`src/hdl/wlm_pkg.sv`:
```
// Shared constants, state type and command struct of the window level meter.
// Depends on nothing; imported by every module of the block.
`default_nettype none
package wlm_pkg;

   localparam int SAMPLE_W   = 24;
   localparam int LEVEL_W    = 24;
   localparam int MAX_WINDOW = 65536;
   localparam int COUNT_W    = 17;
   localparam int MSUM_W     = 40;
   localparam int SSUM_W     = 63;
   localparam int DIV_W      = SSUM_W;
   localparam int STEP_W     = 6;
   localparam int ROOT_IN_W  = 64;
   localparam int ROOT_W     = 32;
   localparam int ROOT_REM_W = 34;
   localparam int ROOT_STEPS = 32;

   localparam logic [LEVEL_W-1:0] LIMIT_RESET = 24'd4198498;
   localparam logic [STEP_W-1:0]  DIV_LAST    = STEP_W'(DIV_W);
   localparam logic [STEP_W-1:0]  ROOT_LAST   = STEP_W'(ROOT_STEPS);

   typedef enum logic [2:0] {
      ST_IDLE,
      ST_FLUSH,
      ST_MEAN,
      ST_SQUARE,
      ST_ROOT,
      ST_PUBLISH
   } wlm_state_type;

   typedef struct packed {
      logic capture;
      logic mean_load;
      logic square_load;
      logic div_step;
      logic root_load;
      logic root_step;
      logic publish;
   } wlm_cmd_type;

endpackage
`default_nettype wire

```
`src/hdl/wlm_ctrl.sv`:
```
// Controller of the window level meter: sequencing of capture, divides, root and result.
// Depends on wlm_pkg; drives wlm_dp through the command struct.
`default_nettype none
module wlm_ctrl
   import wlm_pkg::*;
(
   input  wire logic        clock,
   input  wire logic        reset,
   input  wire logic        req_valid,
   input  wire logic        req_last,
   output logic             req_ready,
   output logic             rsp_valid,
   input  wire logic        rsp_ready,
   output wlm_cmd_type      cmd
);

   wlm_state_type       state_ff, state_in;
   logic [STEP_W-1:0]   step_ff, step_in;
   logic                rsp_valid_ff, rsp_valid_in;

   always_ff @(posedge clock) begin
      if (reset) begin
         state_ff     <= ST_IDLE;
         step_ff      <= '0;
         rsp_valid_ff <= 1'b0;
      end else begin
         state_ff     <= state_in;
         step_ff      <= step_in;
         rsp_valid_ff <= rsp_valid_in;
      end
   end

   always_comb begin
      state_in     = state_ff;
      step_in      = step_ff;
      rsp_valid_in = rsp_valid_ff & ~rsp_ready;
      req_ready    = 1'b0;
      cmd          = '0;
      case (state_ff)
         ST_IDLE: begin
            req_ready   = 1'b1;
            cmd.capture = req_valid;
            if (req_valid && req_last) begin
               state_in = ST_FLUSH;
            end
         end
         ST_FLUSH: begin
            state_in = ST_MEAN;
            step_in  = '0;
         end
         ST_MEAN: begin
            cmd.mean_load = (step_ff == '0);
            cmd.div_step  = (step_ff != '0);
            step_in       = step_ff + 1'b1;
            if (step_ff == DIV_LAST) begin
               state_in = ST_SQUARE;
               step_in  = '0;
            end
         end
         ST_SQUARE: begin
            cmd.square_load = (step_ff == '0);
            cmd.div_step    = (step_ff != '0);
            step_in         = step_ff + 1'b1;
            if (step_ff == DIV_LAST) begin
               state_in = ST_ROOT;
               step_in  = '0;
            end
         end
         ST_ROOT: begin
            cmd.root_load = (step_ff == '0);
            cmd.root_step = (step_ff != '0);
            step_in       = step_ff + 1'b1;
            if (step_ff == ROOT_LAST) begin
               state_in = ST_PUBLISH;
               step_in  = '0;
            end
         end
         ST_PUBLISH: begin
            if (!rsp_valid_ff || rsp_ready) begin
               cmd.publish  = 1'b1;
               rsp_valid_in = 1'b1;
               state_in     = ST_IDLE;
            end
         end
         default: begin
            state_in = ST_IDLE;
         end
      endcase
   end

   assign rsp_valid = rsp_valid_ff;

endmodule
`default_nettype wire

```
`src/hdl/wlm_dp.sv`:
```
// Datapath of the window level meter: limit register, accumulators, shared
// restoring divider, digit-by-digit square root and result register. Depends on wlm_pkg.
`default_nettype none
module wlm_dp
   import wlm_pkg::*;
(
   input  wire logic                       clock,
   input  wire logic                       reset,
   input  wire wlm_cmd_type                cmd,
   input  wire logic signed [SAMPLE_W-1:0] req_sample,
   input  wire logic                       csr_valid,
   input  wire logic [LEVEL_W-1:0]         csr_reject_limit,
   output logic [LEVEL_W-1:0]              rsp_mean_abs,
   output logic [LEVEL_W-1:0]              rsp_rms,
   output logic [LEVEL_W-1:0]              rsp_peak,
   output logic                            rsp_none_accepted
);

   logic [LEVEL_W-1:0]     limit_ff;
   logic [LEVEL_W-1:0]     mag;
   logic                   count_open;
   logic                   take_ff, take_in;
   logic [LEVEL_W-1:0]     mag_ff;
   logic [MSUM_W-1:0]      msum_ff;
   logic [SSUM_W-1:0]      ssum_ff;
   logic [2*LEVEL_W-1:0]   square;
   logic [LEVEL_W-1:0]     peak_ff;
   logic [COUNT_W-1:0]     count_ff;
   logic                   any_ff;

   logic [DIV_W-1:0]       quo_ff, quo_in;
   logic [COUNT_W-1:0]     rem_ff, rem_in;
   logic [COUNT_W:0]       div_trial;
   logic                   div_ge;
   logic [LEVEL_W-1:0]     mean_ff;

   logic [ROOT_IN_W-1:0]   src_ff, src_in;
   logic [ROOT_W-1:0]      root_ff, root_in;
   logic [ROOT_REM_W-1:0]  rrem_ff, rrem_in;
   logic [ROOT_REM_W+1:0]  rshift, rtrial;
   logic                   root_ge;

   logic [LEVEL_W-1:0]     out_mean_ff, out_rms_ff, out_peak_ff;
   logic                   out_none_ff;

   assign mag        = req_sample[SAMPLE_W-1] ? LEVEL_W'(~req_sample + 1'b1)
                                              : LEVEL_W'(req_sample);
   assign count_open = (count_ff < COUNT_W'(MAX_WINDOW));
   assign take_in    = cmd.capture && count_open && (mag <= limit_ff);
   assign square     = mag_ff * mag_ff;

   always_ff @(posedge clock) begin
      if (reset) begin
         limit_ff <= LIMIT_RESET;
         take_ff  <= 1'b0;
         msum_ff  <= '0;
         ssum_ff  <= '0;
         peak_ff  <= '0;
         count_ff <= '0;
         any_ff   <= 1'b0;
      end else begin
         if (csr_valid) begin
            limit_ff <= csr_reject_limit;
         end
         take_ff <= take_in;
         if (cmd.publish) begin
            msum_ff  <= '0;
            ssum_ff  <= '0;
            peak_ff  <= '0;
            count_ff <= '0;
            any_ff   <= 1'b0;
         end else begin
            if (cmd.capture && count_open) begin
               count_ff <= count_ff + 1'b1;
            end
            if (take_ff) begin
               msum_ff <= msum_ff + MSUM_W'(mag_ff);
               ssum_ff <= ssum_ff + SSUM_W'(square);
               any_ff  <= 1'b1;
               if (mag_ff > peak_ff) begin
                  peak_ff <= mag_ff;
               end
            end
         end
      end
   end

   always_ff @(posedge clock) begin
      if (cmd.capture) begin
         mag_ff <= mag;
      end
   end

   // one quotient bit per step
   assign div_trial = {rem_ff, quo_ff[DIV_W-1]};
   assign div_ge    = (div_trial >= {1'b0, count_ff});

   always_comb begin
      quo_in = quo_ff;
      rem_in = rem_ff;
      if (cmd.mean_load) begin
         quo_in = DIV_W'(msum_ff);
         rem_in = '0;
      end else if (cmd.square_load) begin
         quo_in = ssum_ff;
         rem_in = '0;
      end else if (cmd.div_step) begin
         quo_in = {quo_ff[DIV_W-2:0], div_ge};
         rem_in = div_ge ? COUNT_W'(div_trial - {1'b0, count_ff}) : COUNT_W'(div_trial);
      end
   end

   // two radicand bits per step
   assign rshift  = {rrem_ff, src_ff[ROOT_IN_W-1 -: 2]};
   assign rtrial  = {2'b00, root_ff, 2'b01};
   assign root_ge = (rshift >= rtrial);

   always_comb begin
      src_in  = src_ff;
      root_in = root_ff;
      rrem_in = rrem_ff;
      if (cmd.root_load) begin
         src_in  = ROOT_IN_W'(quo_ff);
         root_in = '0;
         rrem_in = '0;
      end else if (cmd.root_step) begin
         src_in  = {src_ff[ROOT_IN_W-3:0], 2'b00};
         root_in = {root_ff[ROOT_W-2:0], root_ge};
         rrem_in = root_ge ? ROOT_REM_W'(rshift - rtrial) : ROOT_REM_W'(rshift);
      end
   end

   always_ff @(posedge clock) begin
      quo_ff  <= quo_in;
      rem_ff  <= rem_in;
      src_ff  <= src_in;
      root_ff <= root_in;
      rrem_ff <= rrem_in;
      if (cmd.square_load) begin
         mean_ff <= quo_ff[LEVEL_W-1:0];
      end
      if (cmd.publish) begin
         out_mean_ff <= mean_ff;
         out_rms_ff  <= root_ff[LEVEL_W-1:0];
         out_peak_ff <= peak_ff;
         out_none_ff <= ~any_ff;
      end
   end

   assign rsp_mean_abs      = out_mean_ff;
   assign rsp_rms           = out_rms_ff;
   assign rsp_peak          = out_peak_ff;
   assign rsp_none_accepted = out_none_ff;

endmodule
`default_nettype wire

```
`src/hdl/window_level_meter.sv`:
```
// Top level of the window level meter: joins controller and datapath.
// Depends on wlm_pkg, wlm_ctrl and wlm_dp.
//
//   channel  prefix  word carries
//   input    req_    sample, last
//   result   rsp_    mean_abs, rms, peak, none_accepted
//   config   csr_    reject_limit (always ready)
//
// Samples that are not the last of their window may follow back to back. A last sample
// closes the window: req_ready stays low until the result is published, while the
// shared restoring divider runs for the mean and then for the mean square, and the
// root unit runs at two bits a step.
// The result register holds the word until taken; a new window may start meanwhile,
// and the next result waits only if the previous one is still untaken.
// Reset clears all window state and loads the default reject limit.
`default_nettype none
module window_level_meter
   import wlm_pkg::*;
(
   input  wire logic                       clock,
   input  wire logic                       reset,
   input  wire logic                       req_valid,
   output logic                            req_ready,
   input  wire logic signed [SAMPLE_W-1:0] req_sample,
   input  wire logic                       req_last,
   output logic                            rsp_valid,
   input  wire logic                       rsp_ready,
   output logic [LEVEL_W-1:0]              rsp_mean_abs,
   output logic [LEVEL_W-1:0]              rsp_rms,
   output logic [LEVEL_W-1:0]              rsp_peak,
   output logic                            rsp_none_accepted,
   input  wire logic                       csr_valid,
   output logic                            csr_ready,
   input  wire logic [LEVEL_W-1:0]         csr_reject_limit
);

   wlm_cmd_type cmd;

   assign csr_ready = 1'b1;

   wlm_ctrl u_ctrl (
      .clock     (clock),
      .reset     (reset),
      .req_valid (req_valid),
      .req_last  (req_last),
      .req_ready (req_ready),
      .rsp_valid (rsp_valid),
      .rsp_ready (rsp_ready),
      .cmd       (cmd)
   );

   wlm_dp u_dp (
      .clock             (clock),
      .reset             (reset),
      .cmd               (cmd),
      .req_sample        (req_sample),
      .csr_valid         (csr_valid),
      .csr_reject_limit  (csr_reject_limit),
      .rsp_mean_abs      (rsp_mean_abs),
      .rsp_rms           (rsp_rms),
      .rsp_peak          (rsp_peak),
      .rsp_none_accepted (rsp_none_accepted)
   );

endmodule
`default_nettype wire

```
`config.mk`:
```
export PLATFORM = sky130hd
export DESIGN_NAME = window_level_meter
export DESIGN_NICKNAME = d
export VERILOG_FILES = /design/src/hdl/wlm_pkg.sv /design/src/hdl/wlm_ctrl.sv /design/src/hdl/wlm_dp.sv /design/src/hdl/window_level_meter.sv
export SDC_FILE = /design/constraint.sdc
export NUM_CORES = 2
export LEC_CHECK = 0
export BUFFER_PORTS_ARGS = -buffer_cell sky130_fd_sc_hd__buf_2
export CORE_ASPECT_RATIO = 0.8
export CORE_MARGIN = 2
export CORE_UTILIZATION = 50
export DETAILED_ROUTE_END_ITERATION = 6
export GPL_TIMING_DRIVEN = 1
export MAX_ROUTING_LAYER = met4
export PLACE_DENSITY = 0.73
export SETUP_SLACK_MARGIN = 0.2
export SYNTH_ARGS = -nofsm -noshare
export SYNTH_HDL_FRONTEND = slang
export SYNTH_SLANG_ARGS = --single-unit
```
`constraint.sdc`:
```
create_clock -name clock -period 14.3 [get_ports clock]
set_input_delay 2.86 -clock clock [delete_from_list [all_inputs] [get_ports clock]]
set_output_delay 2.86 -clock clock [all_outputs]
set_load 0.005 [all_outputs]
```
==> reports/metrics.cfg <==
[synth]
yosysTopAreaCell = fa_1
ys_ff_latch = 511
synth_edf_count = 224
syn_area_per_cell_sq_um = 9.30
synth_xor_area_frac = 0.0293
synth_top_area_frac = 0.222
synth_async_sr_flop_share = 0
ys.flop_type = dfxtp_1
yosysSeqAreaShare = 0.287
synthMuxAreaShare = 0.0386
synthesis.nets = 5512
synth_top_family_by_area = adder cells
synth-compound-area-share = 0.104
yosysWarnings = 0
syn_inst = 4665
synthTopCellsByArea = fa_1 (22%), edfxtp_1 (15%), dfxtp_1 (13%)
synthSimpleGateAreaFrac = 0.140
synthAdderAreaFrac = 0.312
ys_types = 94
netlist_area_sq_mm = 0.0434

[global_routing]
grt_pass1_vias = 32000
grt-busiest-layer = met2
grt_overflow = 0
grt_pass1_wl_mm = 173
grt_max_degree = 95
grt_antenna_before_repair = 3
use_met2 = 0.373
grt_use_met1 = 0.366
met3_usage = 0.0384
grt_usage = 0.251

[cells_and_area]
multi_input_area_sq_mm = 0.0271
drive_gt1_frac = 0.0659
syn2layout_area_growth_pct = 7.59
stdcell_count = 5866
fin_nets = 5544
seq_area_sq_mm = 0.0125
final_area_sq_mm = 0.0467
fill_cells = 7611

[setup_path]
crit_type = flop to flop
start_kind = flop
cp-end-kind = flop
cp.arrival_ns = 8.86
path_max_fanout = 18
crit_required_ns = 14.83

[die]
die_h_um = 268
num_io_pins = 130
start_util = 0.505
die_x_um = 333
rows = 96
core_area_sq_mm = 0.0859
die-area_sq_mm = 0.0892

[cts]
cts_resized = 0
cts_buffers = 50
clockBufferDepth = 3
cts_hold_repair.buffers = 0
cts_sinks = 511
h-tree-depth = 2
clk_pin_slew_ns = 0.07
cts_tree = done
insertion_delay_ns = 0.64
ctsRootBufferMaster = clkbuf_16
postCtsSetupRepairBufs = 0

[timing]
min_period_over_period = 0.583
drv_slew = 0
setup_viol = 0
fmax_ghz = 0.120
final_hold_viol_count = 0
tightestPinTransition_ns = 1.16
finClkSkew_ns = 0.0320
rsz0062_at_grt = no
fin_crit_ns = 8.33
slew_headroom = 0.216
setup_tns_ns = 0
hold-worst-slack_ns = 0.419

[place]
port_buffers = 128
post_dp_cell_area_sq_mm = 0.0451
place_inst = 5772
place_congestion = 0.962
hpwl_mm = 81.4

[routing]
finalWirelength_mm = 108
drtIter0Drc = 2614
viasPerCell = 5.52
drc = 0
dr_total_vias = 32400
antenna_left = 0
wire_per_inst_um = 18.4
drtPass1Iterations = 6

[status]
status = completed

[run]
maxCapViolations = 0

[worst_hold_path]
min_path_type = flop to flop

==> synth_stat cells, types with 115 or more instances <==
cell and instances:
xnor2_1 115, mux2i_1 164, a21oi_1 178, edfxtp_1 224
clkbuf_1 151, nand3_1 116, o21ai_0 160, nand2_1 582
fa_1 481, ha_1 312, dfxtp_1 287, nor2_1 280
inv_1 814, and2_1 115
==> flip-flops by register name, summed over array words and instances, names as in the netlist, 3 cells and up <==
name and count:
u_dp.count_ff 17, u_ctrl.state_ff 3, u_dp.msum_ff 40, u_dp.mean_ff 24, u_dp.rsp_rms 24, u_dp.limit_ff 24
u_dp.ssum_ff 63, u_dp.rrem_ff 34, u_dp.rsp_mean_abs 24, u_dp.mag_ff 24, u_dp.rem_ff 17, u_dp.root_ff 32
u_dp.quo_ff 63, u_ctrl.step_ff 6, u_dp.src_ff 64, u_dp.peak_ff 24, u_dp.rsp_peak 24
==> through the flow <==
| step | worst slack (ns) | util |
|---|---|---|
| CTS | 6.03 | 0.544 |
| global placement | 6.08 | 0.525 |
| detailed placement | 6.09 | 0.525 |
| global route | 5.65 | 0.544 |
| floorplan | 6.41 | - |
| finish | 5.97 | 0.544 |
==> logic make-up (layout without fill, tap and decap cells) <==
family	Yosys count	after routing
buffers and inverters	1009	1082
muxes	167	167
AOI/OAI and AO/OA	710	710
xor gates and xnor gates	145	145
DFF	511	511
and+or+nand+nor	1329	1329
other	1	2
adders and majority gates	793	793
==> layer usage <==
layer	routed length, um	vias up
li1	-	15300
met1	51200	15900
met2	47200	1033
met3	7530	132
met4	1760	0
met5	0	-
==> layout by cell type, fill, tap and decap left out, types with 11 or more instances in the layout <==
master     instances
a211oi_1          21
a21o_1            79
a21oi_1          178
a31oi_1           49
and2_1           115
and3_1            27
buf_2            128
buf_4             45
clkbuf_1          11
clkbuf_16         51
dfxtp_1          286
edfxtp_1         224
fa_1             481
ha_1             312
inv_1            813
mux2i_1          164
nand2_1          581
nand2b_1          19
nand3_1          115
nand4_1           34
nor2_1           278
nor2b_1           15
nor3_1            42
nor4_1            14
o211ai_1          17
o21a_1            25
o21ai_0          160
o21ai_1           27
o21bai_1          21
o22ai_1           12
o31ai_1           27
or3_1             25
xnor2_1          115
xor2_1            30
==> final timing paths <==
path / start / slack (ns) / depth (start not counted) / endpoint
max: u_dp.mag_ff[0] / 5.97 / 24 / u_dp.ssum_ff[60]
min: u_dp.mean_ff[6] / 0.42 / 0 / u_dp.rsp_mean_abs[6]
max reg2reg: u_dp.mag_ff[0] / 5.97 / 24 / u_dp.ssum_ff[60]
min reg2reg: u_dp.mean_ff[6] / 0.42 / 0 / u_dp.rsp_mean_abs[6]
==> worst max-delay path, cell delays in order (launching register included) <==
cell	delay, ns
edfxtp_1	0.49
buf_4	0.34
inv_1	0.34
nor2_1	0.50
fa_1	0.52
fa_1	0.49
inv_1	0.05
fa_1	0.46
fa_1	0.51
inv_1	0.05
fa_1	0.46
fa_1	0.54
inv_1	0.05
fa_1	0.53
inv_1	0.04
ha_1	0.40
nand2_1	0.18
nor4_1	0.40
o31ai_1	0.13
a21oi_1	0.31
o21bai_1	0.15
a211o_1	0.38
and3_4	0.25
or4_1	0.47
a21oi_1	0.20
==> area by class of cell <==
class,count,area share
Multi-Input combinational cell,3145,0.581
Sequential cell,511,0.267
Inverter,816,0.0656
Tap cell,1127,0.0302
Clock buffer,63,0.0285
Timing Repair Buffer,173,0.0210
Clock inverter,30,0.00659
Antenna cell,1,0.0000536
Power is left out: the tool's default activity adds up to more than one toggle a clock period on the data nets, which glitch-free logic cannot reach.
